## config.mk

```make
export PLATFORM = sky130hd
export DESIGN_NAME = serpentine_raster_laser_path_top
export DESIGN_NICKNAME = d
export VERILOG_FILES = /design/src/rtl/core/srlp_pkg.sv /design/src/rtl/core/srlp_front.sv /design/src/rtl/core/srlp_queue.sv /design/src/rtl/core/srlp_back.sv /design/src/rtl/core/serpentine_raster_laser_path_top.sv
export SDC_FILE = /design/constraint.sdc
export NUM_CORES = 2
export LEC_CHECK = 0
export ABC_AREA = 1
export BUFFER_PORTS_ARGS = -buffer_cell sky130_fd_sc_hd__buf_2
export CORE_ASPECT_RATIO = 2
export CORE_UTILIZATION = 58
export DETAILED_ROUTE_END_ITERATION = 10
export GPL_ROUTABILITY_DRIVEN = 0
export PLACE_DENSITY = 0.8
export SLEW_MARGIN = 20
export SYNTH_ARGS = -nofsm -noshare
export SYNTH_HDL_FRONTEND = slang
export SYNTH_SLANG_ARGS = --single-unit
```

## constraint.sdc

```tcl
create_clock -name clk -period 5.6 [get_ports clk]
set_input_delay 0 -clock clk [delete_from_list [all_inputs] [get_ports clk]]
set_output_delay 0 -clock clk [all_outputs]
set_load 0.01 [all_outputs]
```

## src/rtl/core/srlp_pkg.sv

```systemverilog
// Shared types, widths and codes for the serpentine raster laser path block.
package srlp_pkg;

  localparam int MAX_DIMENSION = 4096;
  localparam int COL_W = $clog2(MAX_DIMENSION);
  localparam int ROW_W = COL_W + 1;
  localparam int PIX_W = ROW_W + 1;

  localparam int CMD_W = 2;
  localparam int RGB_W = 24;
  localparam int KIND_W = 4;
  localparam int POS_W = 48;
  localparam int POWER_W = 16;

  localparam int MODE_W = 2;
  localparam int STEP_W = 32;
  localparam int WIDTH_W = 13;
  localparam int BOX_W = 12;
  localparam int REG_IDX_W = 3;
  localparam int DATA_W = 32;
  localparam int PROD_W = PIX_W + STEP_W;

  localparam int MAX_OPS = 4;
  localparam int OP_IDX_W = $clog2(MAX_OPS);
  localparam int CNT_W = $clog2(MAX_OPS + 1);

  localparam int REC_DEPTH = 4;
  localparam int REC_PTR_W = $clog2(REC_DEPTH);
  localparam int REC_CNT_W = $clog2(REC_DEPTH + 1);

  localparam int OUT_DEPTH = 4;
  localparam int OUT_PTR_W = $clog2(OUT_DEPTH);
  localparam int OUT_CNT_W = $clog2(OUT_DEPTH + 1);

  localparam logic [RGB_W-1:0] BLANK_RGB = '1;

  localparam logic [MODE_W-1:0] RST_POWER_MODE = MODE_W'(1);
  localparam logic [POWER_W-1:0] RST_LASER_POWER = '0;
  localparam logic [POWER_W-1:0] RST_FEED_RATE = '0;
  localparam logic [STEP_W-1:0] RST_STEP_LENGTH = STEP_W'(65536);
  localparam logic [WIDTH_W-1:0] RST_IMAGE_WIDTH = WIDTH_W'(4096);
  localparam logic [BOX_W-1:0] RST_FIRST_COLUMN = '0;
  localparam logic [BOX_W-1:0] RST_LAST_COLUMN = BOX_W'(4095);
  localparam logic [BOX_W-1:0] RST_FIRST_ROW = '0;

  typedef enum logic [CMD_W-1:0] {
    CMD_PIXEL     = 2'd0,
    CMD_ROW_END   = 2'd1,
    CMD_JOB_START = 2'd2,
    CMD_JOB_END   = 2'd3
  } cmd_t;

  typedef enum logic [KIND_W-1:0] {
    KIND_ABS_MODE = 4'd0,
    KIND_FEED     = 4'd1,
    KIND_HOME     = 4'd2,
    KIND_CONST_ON = 4'd3,
    KIND_DYN_ON   = 4'd4,
    KIND_RAPID_X  = 4'd5,
    KIND_CUT_X    = 4'd6,
    KIND_RAPID_Y  = 4'd7,
    KIND_LASER_OFF = 4'd8,
    KIND_HOME_OFF = 4'd9
  } kind_t;

  typedef enum logic [1:0] {
    RUN_NONE = 2'd0,
    RUN_OFF  = 2'd1,
    RUN_ON   = 2'd2
  } run_t;

  typedef enum logic [MODE_W-1:0] {
    MODE_NONE     = 2'd0,
    MODE_CONSTANT = 2'd1,
    MODE_DYNAMIC  = 2'd2,
    MODE_SPARE    = 2'd3
  } mode_t;

  typedef enum logic [REG_IDX_W-1:0] {
    REG_POWER_MODE   = 3'd0,
    REG_LASER_POWER  = 3'd1,
    REG_FEED_RATE    = 3'd2,
    REG_STEP_LENGTH  = 3'd3,
    REG_IMAGE_WIDTH  = 3'd4,
    REG_FIRST_COLUMN = 3'd5,
    REG_LAST_COLUMN  = 3'd6,
    REG_FIRST_ROW    = 3'd7
  } reg_idx_t;

  typedef struct packed {
    logic [MODE_W-1:0]  power_mode;
    logic [POWER_W-1:0] laser_power;
    logic [POWER_W-1:0] feed_rate;
    logic [STEP_W-1:0]  step_length;
    logic [WIDTH_W-1:0] image_width;
    logic [BOX_W-1:0]   first_column;
    logic [BOX_W-1:0]   last_column;
    logic [BOX_W-1:0]   first_row;
  } cfg_t;

  typedef struct packed {
    kind_t              kind;
    logic [PIX_W-1:0]   pix;
  } op_t;

  typedef struct packed {
    logic [CNT_W-1:0]            count;
    op_t [MAX_OPS-1:0]           ops;
  } rec_t;

  typedef struct packed {
    kind_t              kind;
    logic [POS_W-1:0]   position;
    logic [POWER_W-1:0] power;
    logic               last;
  } res_t;

endpackage

```

## src/rtl/core/srlp_front.sv

```systemverilog
// Front end: accepts words, tracks run, column and row, and builds move records.
module srlp_front (
  input  logic                        clk,
  input  logic                        rst,
  input  srlp_pkg::cfg_t              cfg,
  input  logic                        push,
  output logic                        full,
  input  logic [srlp_pkg::CMD_W-1:0]  command,
  input  logic [srlp_pkg::RGB_W-1:0]  pixel_rgb,
  input  logic                        rec_full,
  output logic                        rec_push,
  output srlp_pkg::rec_t              rec
);
  import srlp_pkg::*;

  run_t             run;
  run_t             run_next;
  logic [COL_W-1:0] col;
  logic [COL_W-1:0] col_next;
  logic [ROW_W-1:0] row;
  logic [ROW_W-1:0] row_next;
  logic             start_row;
  logic             accept;
  logic             odd;
  logic             blank;
  logic [PIX_W-1:0] prev;
  logic [PIX_W-1:0] edge_col;
  logic [PIX_W-1:0] row_up;

  assign full = rec_full;
  assign accept = push && !rec_full;
  assign rec_push = accept && (rec.count != '0);

  assign odd = row[0];
  assign blank = (pixel_rgb == BLANK_RGB);
  assign row_up = PIX_W'(row) + PIX_W'(1);

  always_comb begin
    if (odd) begin
      prev = PIX_W'(col) + PIX_W'(1);
      edge_col = '0;
    end else begin
      prev = (col != '0) ? PIX_W'(col - COL_W'(1)) : '0;
      edge_col = (cfg.image_width != '0) ? PIX_W'(cfg.image_width - WIDTH_W'(1)) : '0;
    end
  end

  always_comb begin
    rec = '0;
    run_next = run;
    col_next = col;
    row_next = row;
    start_row = 1'b0;
    unique case (cmd_t'(command))
      CMD_PIXEL: begin
        if (blank && (run == RUN_ON)) begin
          rec.count = CNT_W'(1);
          rec.ops[0] = '{kind: KIND_CUT_X, pix: prev};
        end else if (!blank && (run == RUN_OFF)) begin
          rec.count = CNT_W'(1);
          rec.ops[0] = '{kind: KIND_RAPID_X, pix: prev};
        end
        run_next = blank ? RUN_OFF : RUN_ON;
        if (odd) begin
          if (col != '0) col_next = col - COL_W'(1);
        end else begin
          if (col < COL_W'(MAX_DIMENSION - 1)) col_next = col + COL_W'(1);
        end
      end
      CMD_ROW_END: begin
        if (run == RUN_NONE) begin
          rec.count = CNT_W'(1);
          rec.ops[0] = '{kind: KIND_RAPID_Y, pix: row_up};
        end else begin
          rec.count = CNT_W'(2);
          rec.ops[0] = '{kind: (run == RUN_ON) ? KIND_CUT_X : KIND_RAPID_X, pix: edge_col};
          rec.ops[1] = '{kind: KIND_RAPID_Y, pix: row_up};
        end
        if (row < ROW_W'(2 * MAX_DIMENSION - 1)) row_next = row + ROW_W'(1);
        start_row = 1'b1;
      end
      CMD_JOB_START: begin
        rec.ops[0] = '{kind: KIND_ABS_MODE, pix: '0};
        rec.ops[1] = '{kind: KIND_FEED, pix: '0};
        rec.ops[2] = '{kind: KIND_HOME, pix: '0};
        unique case (mode_t'(cfg.power_mode))
          MODE_CONSTANT: begin
            rec.count = CNT_W'(4);
            rec.ops[3] = '{kind: KIND_CONST_ON, pix: '0};
          end
          MODE_DYNAMIC: begin
            rec.count = CNT_W'(4);
            rec.ops[3] = '{kind: KIND_DYN_ON, pix: '0};
          end
          default: rec.count = CNT_W'(3);
        endcase
        row_next = ROW_W'(cfg.first_row);
        start_row = 1'b1;
      end
      CMD_JOB_END: begin
        rec.count = CNT_W'(2);
        rec.ops[0] = '{kind: KIND_LASER_OFF, pix: '0};
        rec.ops[1] = '{kind: KIND_HOME_OFF, pix: '0};
        row_next = ROW_W'(cfg.first_row);
        start_row = 1'b1;
      end
    endcase
    if (start_row) begin
      run_next = RUN_NONE;
      col_next = row_next[0] ? COL_W'(cfg.last_column) : COL_W'(cfg.first_column);
    end
  end

  always_ff @(posedge clk) begin
    if (rst) begin
      run <= RUN_NONE;
      row <= ROW_W'(RST_FIRST_ROW);
      col <= RST_FIRST_ROW[0] ? COL_W'(RST_LAST_COLUMN) : COL_W'(RST_FIRST_COLUMN);
    end else if (accept) begin
      run <= run_next;
      row <= row_next;
      col <= col_next;
    end
  end

endmodule

```

## src/rtl/core/srlp_queue.sv

```systemverilog
// Record queue between the front end and the move sequencer.
module srlp_queue (
  input  logic           clk,
  input  logic           rst,
  input  logic           wr,
  input  srlp_pkg::rec_t wr_data,
  output logic           full,
  input  logic           rd,
  output srlp_pkg::rec_t rd_data,
  output logic           empty
);
  import srlp_pkg::*;

  rec_t                 store [REC_DEPTH];
  logic [REC_PTR_W-1:0] wptr;
  logic [REC_PTR_W-1:0] rptr;
  logic [REC_CNT_W-1:0] count;
  logic                 do_wr;
  logic                 do_rd;

  assign full = (count == REC_CNT_W'(REC_DEPTH));
  assign empty = (count == '0);
  assign do_wr = wr && !full;
  assign do_rd = rd && !empty;
  assign rd_data = store[rptr];

  always_ff @(posedge clk) begin
    if (do_wr) begin
      store[wptr] <= wr_data;
    end
  end

  always_ff @(posedge clk) begin
    if (rst) begin
      wptr <= '0;
      rptr <= '0;
      count <= '0;
    end else begin
      if (do_wr) wptr <= wptr + REC_PTR_W'(1);
      if (do_rd) rptr <= rptr + REC_PTR_W'(1);
      if (do_wr && !do_rd) count <= count + REC_CNT_W'(1);
      else if (do_rd && !do_wr) count <= count - REC_CNT_W'(1);
    end
  end

endmodule

```

## src/rtl/core/srlp_back.sv

```systemverilog
// Back end: steps through record moves, scales positions and buffers results.
module srlp_back (
  input  logic                          clk,
  input  logic                          rst,
  input  srlp_pkg::cfg_t                cfg,
  input  srlp_pkg::rec_t                rec,
  input  logic                          rec_empty,
  output logic                          rec_pop,
  output logic                          empty,
  input  logic                          pop,
  output logic [srlp_pkg::KIND_W-1:0]   kind,
  output logic [srlp_pkg::POS_W-1:0]    position,
  output logic [srlp_pkg::POWER_W-1:0]  power,
  output logic                          last
);
  import srlp_pkg::*;

  logic [OP_IDX_W-1:0]  idx;
  op_t                  cur_op;
  logic                 is_last;
  logic                 room;
  logic                 issue;

  logic                 iss_valid;
  kind_t                iss_kind;
  logic [PIX_W-1:0]     iss_pix;
  logic                 iss_last;

  logic [PROD_W-1:0]    product;
  res_t                 res;

  res_t                 obuf [OUT_DEPTH];
  logic [OUT_PTR_W-1:0] wptr;
  logic [OUT_PTR_W-1:0] rptr;
  logic [OUT_CNT_W-1:0] count;
  logic                 do_rd;

  assign cur_op = rec.ops[idx];
  assign is_last = ((CNT_W'(idx) + CNT_W'(1)) >= rec.count);
  assign room = ((OUT_CNT_W + 1)'(count) + (OUT_CNT_W + 1)'(iss_valid))
                < (OUT_CNT_W + 1)'(OUT_DEPTH);
  assign issue = !rec_empty && room;
  assign rec_pop = issue && is_last;

  always_ff @(posedge clk) begin
    if (rst) begin
      idx <= '0;
      iss_valid <= 1'b0;
    end else begin
      iss_valid <= issue;
      if (issue) begin
        idx <= is_last ? '0 : idx + OP_IDX_W'(1);
      end
    end
  end

  always_ff @(posedge clk) begin
    if (issue) begin
      iss_kind <= cur_op.kind;
      iss_pix <= cur_op.pix;
      iss_last <= is_last;
    end
  end

  assign product = PROD_W'(iss_pix) * PROD_W'(cfg.step_length);

  always_comb begin
    res.kind = iss_kind;
    res.position = POS_W'(product);
    res.last = iss_last;
    priority if (iss_kind == KIND_CUT_X) begin
      res.power = cfg.laser_power;
    end else if (iss_kind == KIND_FEED) begin
      res.power = cfg.feed_rate;
    end else begin
      res.power = '0;
    end
  end

  assign empty = (count == '0);
  assign do_rd = pop && !empty;

  always_ff @(posedge clk) begin
    if (iss_valid) begin
      obuf[wptr] <= res;
    end
  end

  always_ff @(posedge clk) begin
    if (rst) begin
      wptr <= '0;
      rptr <= '0;
      count <= '0;
    end else begin
      if (iss_valid) wptr <= wptr + OUT_PTR_W'(1);
      if (do_rd) rptr <= rptr + OUT_PTR_W'(1);
      if (iss_valid && !do_rd) count <= count + OUT_CNT_W'(1);
      else if (do_rd && !iss_valid) count <= count - OUT_CNT_W'(1);
    end
  end

  assign kind = obuf[rptr].kind;
  assign position = obuf[rptr].position;
  assign power = obuf[rptr].power;
  assign last = obuf[rptr].last;

endmodule

```

## src/rtl/core/serpentine_raster_laser_path_top.sv

```systemverilog
// Top level of the serpentine raster laser path generator.
//
//   channel   direction  handshake             words
//   input     in         push / full           command, pixel_rgb
//   result    out        empty / pop           kind, position, power, last
//   config    in         write_enable          reg_index, write_data
//
// One input word is taken per cycle while the record queue has room; a pixel
// word yields at most one move, so pixels stream at one per cycle.
// Row-end, job-start and job-end words yield one to four moves, which the move
// sequencer issues one per cycle while the result buffer has room; a result
// passes the record queue, issue register and result buffer to the ports.
// Reset is synchronous and empties both queues and restores the job start state.
// A stalled result side fills the result buffer, then the record queue, then
// raises full.
module serpentine_raster_laser_path_top (
  input  logic                           clk,
  input  logic                           rst,
  input  logic                           push,
  output logic                           full,
  input  logic [srlp_pkg::CMD_W-1:0]     command,
  input  logic [srlp_pkg::RGB_W-1:0]     pixel_rgb,
  output logic                           empty,
  input  logic                           pop,
  output logic [srlp_pkg::KIND_W-1:0]    kind,
  output logic [srlp_pkg::POS_W-1:0]     position,
  output logic [srlp_pkg::POWER_W-1:0]   power,
  output logic                           last,
  input  logic                           write_enable,
  input  logic [srlp_pkg::REG_IDX_W-1:0] reg_index,
  input  logic [srlp_pkg::DATA_W-1:0]    write_data
);
  import srlp_pkg::*;

  cfg_t cfg;
  rec_t rec_in;
  rec_t rec_out;
  logic rec_push;
  logic rec_full;
  logic rec_pop;
  logic rec_empty;

  always_ff @(posedge clk) begin
    if (rst) begin
      cfg.power_mode <= RST_POWER_MODE;
      cfg.laser_power <= RST_LASER_POWER;
      cfg.feed_rate <= RST_FEED_RATE;
      cfg.step_length <= RST_STEP_LENGTH;
      cfg.image_width <= RST_IMAGE_WIDTH;
      cfg.first_column <= RST_FIRST_COLUMN;
      cfg.last_column <= RST_LAST_COLUMN;
      cfg.first_row <= RST_FIRST_ROW;
    end else if (write_enable) begin
      unique case (reg_idx_t'(reg_index))
        REG_POWER_MODE:   cfg.power_mode <= write_data[MODE_W-1:0];
        REG_LASER_POWER:  cfg.laser_power <= write_data[POWER_W-1:0];
        REG_FEED_RATE:    cfg.feed_rate <= write_data[POWER_W-1:0];
        REG_STEP_LENGTH:  cfg.step_length <= write_data[STEP_W-1:0];
        REG_IMAGE_WIDTH:  cfg.image_width <= write_data[WIDTH_W-1:0];
        REG_FIRST_COLUMN: cfg.first_column <= write_data[BOX_W-1:0];
        REG_LAST_COLUMN:  cfg.last_column <= write_data[BOX_W-1:0];
        REG_FIRST_ROW:    cfg.first_row <= write_data[BOX_W-1:0];
      endcase
    end
  end

  srlp_front u_front (
    .clk       (clk),
    .rst       (rst),
    .cfg       (cfg),
    .push      (push),
    .full      (full),
    .command   (command),
    .pixel_rgb (pixel_rgb),
    .rec_full  (rec_full),
    .rec_push  (rec_push),
    .rec       (rec_in)
  );

  srlp_queue u_queue (
    .clk     (clk),
    .rst     (rst),
    .wr      (rec_push),
    .wr_data (rec_in),
    .full    (rec_full),
    .rd      (rec_pop),
    .rd_data (rec_out),
    .empty   (rec_empty)
  );

  srlp_back u_back (
    .clk       (clk),
    .rst       (rst),
    .cfg       (cfg),
    .rec       (rec_out),
    .rec_empty (rec_empty),
    .rec_pop   (rec_pop),
    .empty     (empty),
    .pop       (pop),
    .kind      (kind),
    .position  (position),
    .power     (power),
    .last      (last)
  );

  a_rec_count: assert property (@(posedge clk) disable iff (rst)
    rec_push |-> (rec_in.count != '0) && (rec_in.count <= CNT_W'(MAX_OPS)))
    else $error("record with bad move count");

  a_pixel_one: assert property (@(posedge clk) disable iff (rst)
    (push && !full && (command == CMD_PIXEL)) |-> (rec_in.count <= CNT_W'(1)))
    else $error("pixel word produced more than one move");

  a_job_end_two: assert property (@(posedge clk) disable iff (rst)
    (push && !full && (command == CMD_JOB_END)) |-> (rec_in.count == CNT_W'(2)))
    else $error("job end did not produce two moves");

  a_reset_empty: assert property (@(posedge clk)
    rst |=> (empty && !full))
    else $error("queues not cleared by reset");

endmodule
```

==> results.json <==
{
  "vias": 34066,
  "fmax_mhz": 170,
  "holdPathEnd": "cfg[69]",
  "finalInstanceArea_um2": 47600,
  "synth_top_area_share": 0.333,
  "layout_min_cycle_time_ps": 5890,
  "yosysSeqAreaShare": 0.414,
  "n_fill_cell": 4763,
  "cp-start-kind": "register",
  "worstSetupPathType": "reg2reg",
  "cpPeakStageDelay_ps": 570,
  "post_dp_cell_area_um2": 43600,
  "arrival_ps": 6370,
  "grt_pass1_vias": 34739,
  "drc": 0,
  "synth_simple_gate_area_frac": 0.150,
  "ff2ff_path_depth": 22,
  "power_density_nw_per_um2": 454,
  "synth_edf_count": 447,
  "syn_inst": 4506,
  "vias_per_cell": 5.91,
  "worstPathRequired_ps": 6080,
  "worst_slack_ps": -290,
  "area_growth_pct": 18.0,
  "crit_fanout": 6,
  "ant_nets": 0,
  "nets": 5392,
  "period_share": 1.05,
  "hpwl_um": 82600,
  "worst_pin_slew_ps": 1120,
  "initial_core_util": 0.587,
  "synth_top_area_cell": "edfxtp_1",
  "wl_per_cell_um": 21.0,
  "cp_common_cell": "fa_1",
  "cts.clk_slew.worst_paths_ps": 70,
  "reg2reg_to": "u_back.obuf[2][40]",
  "cts-htree-levels": 2,
  "irDropWorstVdd_mv": 0.337,
  "r2r_slack_ps": -290,
  "setup_viol": 128,
  "ys_top_cells_by_area": "edfxtp_1, fa_1, dfxtp_1",
  "grt_overflow_total": 0,
  "status": "complete, but fails checks",
  "hold_path_class": "in2reg",
  "netlist-cell-type-count": 45,
  "die_w_um": 188,
  "insertion_delay_ps": 640,
  "root_buffer": "clkbuf_16",
  "cts_sinks": 610,
  "synth_ff_type": "edfxtp_1",
  "die_area_um2": 70600,
  "numCtsBuffers": 51,
  "hold-path-cell-count": 4,
  "rr_startpoint": "u_back.iss_pix[5]",
  "cp_slowest_cell": "fa_1",
  "violations": "negative setup slack",
  "rsz0062_at_grt": "yes",
  "hold_start": "write_data[20]",
  "core_um2": 68700,
  "p_leak_nw": 21.9,
  "io_pins": 137,
  "ys_seq_elements": 610,
  "yosys_warnings": 0,
  "num_rows": 136,
  "firstDrtPassIters": 8,
  "synthXorXnorAreaFrac": 0.0117,
  "clockBufferDepth": 3,
  "cts_tree": "built",
  "grt_usage": 0.330,
  "synth_fa_ha_area_frac": 0.222,
  "grt_max_degree": 88,
  "cap_violations": 0,
  "antenna_found_initial": 1,
  "hold_viol": 0,
  "io_buffers": 134,
  "max_slew_margin": 0.246,
  "grt_pass1_wl_um": 179000,
  "clock_skew_ps": 41.9,
  "synthArstFlopShare": 0,
  "die_h_um": 375,
  "drive_gt1_frac": 0.164,
  "diodes": 0,
  "syn_area_per_cell_um2": 8.95,
  "path_cells": "buf_6 -> clkbuf_16 -> nand2_1 -> fa_2 -> fa_1 -> inv_1 -> fa_1 -> fa_1 -> fa_1 -> inv_1 -> fa_1 -> inv_1 -> ha_4 -> buf_4 -> nand2_4 -> nor2_2 -> nand2_1 -> inv_1 -> nand4_1 -> nand3_2 -> xor2_1 -> buf_4",
  "synthMuxAreaShare": 0,
  "slew_viol_final": 0,
  "synth_top_family_by_area": "adder cells",
  "fin_tns_setup_ps": -20650,
  "synth_compound_area_frac": 0.107,
  "fin_hold_ws_ps": 146,
  "synthesis.area_um2": 40300,
  "cp-end-kind": "register",
  "wirelength_um": 121000,
  "drt_iter0_drc": 2820
}
-- critical path: cells and delay by family, from the launching register on --
kind,cells,cell delay (ps)
buf+inv,8,970
simple gates,6,780
xor+xnor,1,250
flops,1,430
fa+ha+maj,7,3290
-- final cells by class --
type | instances | area, um^2 | share of cell area
multi-input cells | 2878 | 21100 | 0.444
flip-flops and latches | 610 | 16700 | 0.351
repair buffers | 466 | 3740 | 0.0785
inverters | 819 | 3080 | 0.0648
clock buffers | 61 | 1320 | 0.0278
well taps | 897 | 1120 | 0.0236
clock inverters | 35 | 473 | 0.00994
-- metrics by stage --
stage	setup slack (ps)	util	total power [mW]	cells
after detailed placement	-433	0.634	15.0	5589
after global placement	-387	0.634	14.7	5589
after floorplan	204	-	11.3	4507
final	-290	0.692	21.6	5766
after global routing	-467	0.692	22.5	5766
after CTS	-32.6	0.680	19.9	5745
-- Yosys cell counts (20+ instances only) --
master    number
nand2_1      814
inv_1        805
nor2_1       524
edfxtp_1     447
o21ai_0      406
fa_1         360
a21oi_1      192
clkbuf_1     188
dfxtp_1      163
ha_1         140
o22ai_1      112
nand3_1      104
xor2_1        42
nand4_1       36
nor3_1        28
o21ai_1       20
-- repair_timing --
item,CTS,global route
setup buffers,6,18
pin swaps,26,77
resized for setup,158,188
hold endpoints to repair,153,0
endpoints found under the setup margin,124,144
hold buffers,52,0
gates cloned,2,3
-- per-layer routing --
layer	global-route usage	part of all wire	vias to the layer above
li1	-	-	15015
met4	0.288	0.11	0
met1	0.312	0.30	16236
met5	0	0	-
met3	0.0560	0.075	794
met2	0.602	0.51	2021
-- cell families after synthesis --
logic type	count (synthesis)
compound gates	800
xor+xnor	54
fa+ha+maj	500
buf+inv	1019
flops	610
other cells	1
simple gates	1522
-- where the power goes --
| part | switching, mW | internal, mW | total (mW) |
|---|---|---|---|
| logic | 6.97 | 4.47 | 11.4 |
| clock network | 1.75 | 2.07 | 3.81 |
| registers | 0.358 | 5.99 | 6.34 |
-- flip-flops by register name, indices dropped and copies added, names as in the netlist, 3 cells and up, named ones only --
register,count
cfg,115
u_back.count,3
u_back.iss_kind,4
u_back.iss_pix,14
u_back.obuf,268
u_front.col,12
u_front.row,13
u_queue.count,3
u_queue.store,160
-- worst max path at each step --
stage	cells after the start	to	startpoint
4_1_cts	22	u_back.obuf[3][46]	u_back.iss_pix[6]
3_5_place_dp	22	u_back.obuf[2][59]	u_back.iss_pix[2]
2_1_floorplan	22	u_back.obuf[0][59]	u_back.iss_pix[2]
3_3_place_gp	20	u_back.obuf[3][43]	u_back.iss_pix[2]
6_report	22	u_back.obuf[2][40]	u_back.iss_pix[5]
5_1_grt	22	u_back.obuf[3][58]	u_back.iss_pix[8]
-- layout by cell type, fill, tap and decap left out, drive strengths merged --
cell type,Yosys,final
buf,12,412
dlygate4sd3,0,52
o21a,5,5
clkbuf,188,63
nor3,28,28
o221ai,2,2
xnor2,12,12
nand3b,2,2
o21bai,4,4
a21o,11,11
conb,1,2
bufinv,0,7
nand4,36,36
nand3,105,105
nor2,527,527
a31oi,19,19
nand2,818,818
o31ai,2,2
a21oi,193,193
edfxtp,447,447
a211oi,2,2
clkinvlp,0,4
o22ai,112,112
o211ai,19,19
xor2,42,42
fa,360,360
a22oi,1,1
or2,3,3
dfxtp,163,163
ha,140,140
nor4,1,1
a21boi,2,2
o21ai,426,426
a32o,2,2
clkinv,3,20
and2,2,2
inv,816,823
Note: power is estimated with default switching activity, not from simulation.
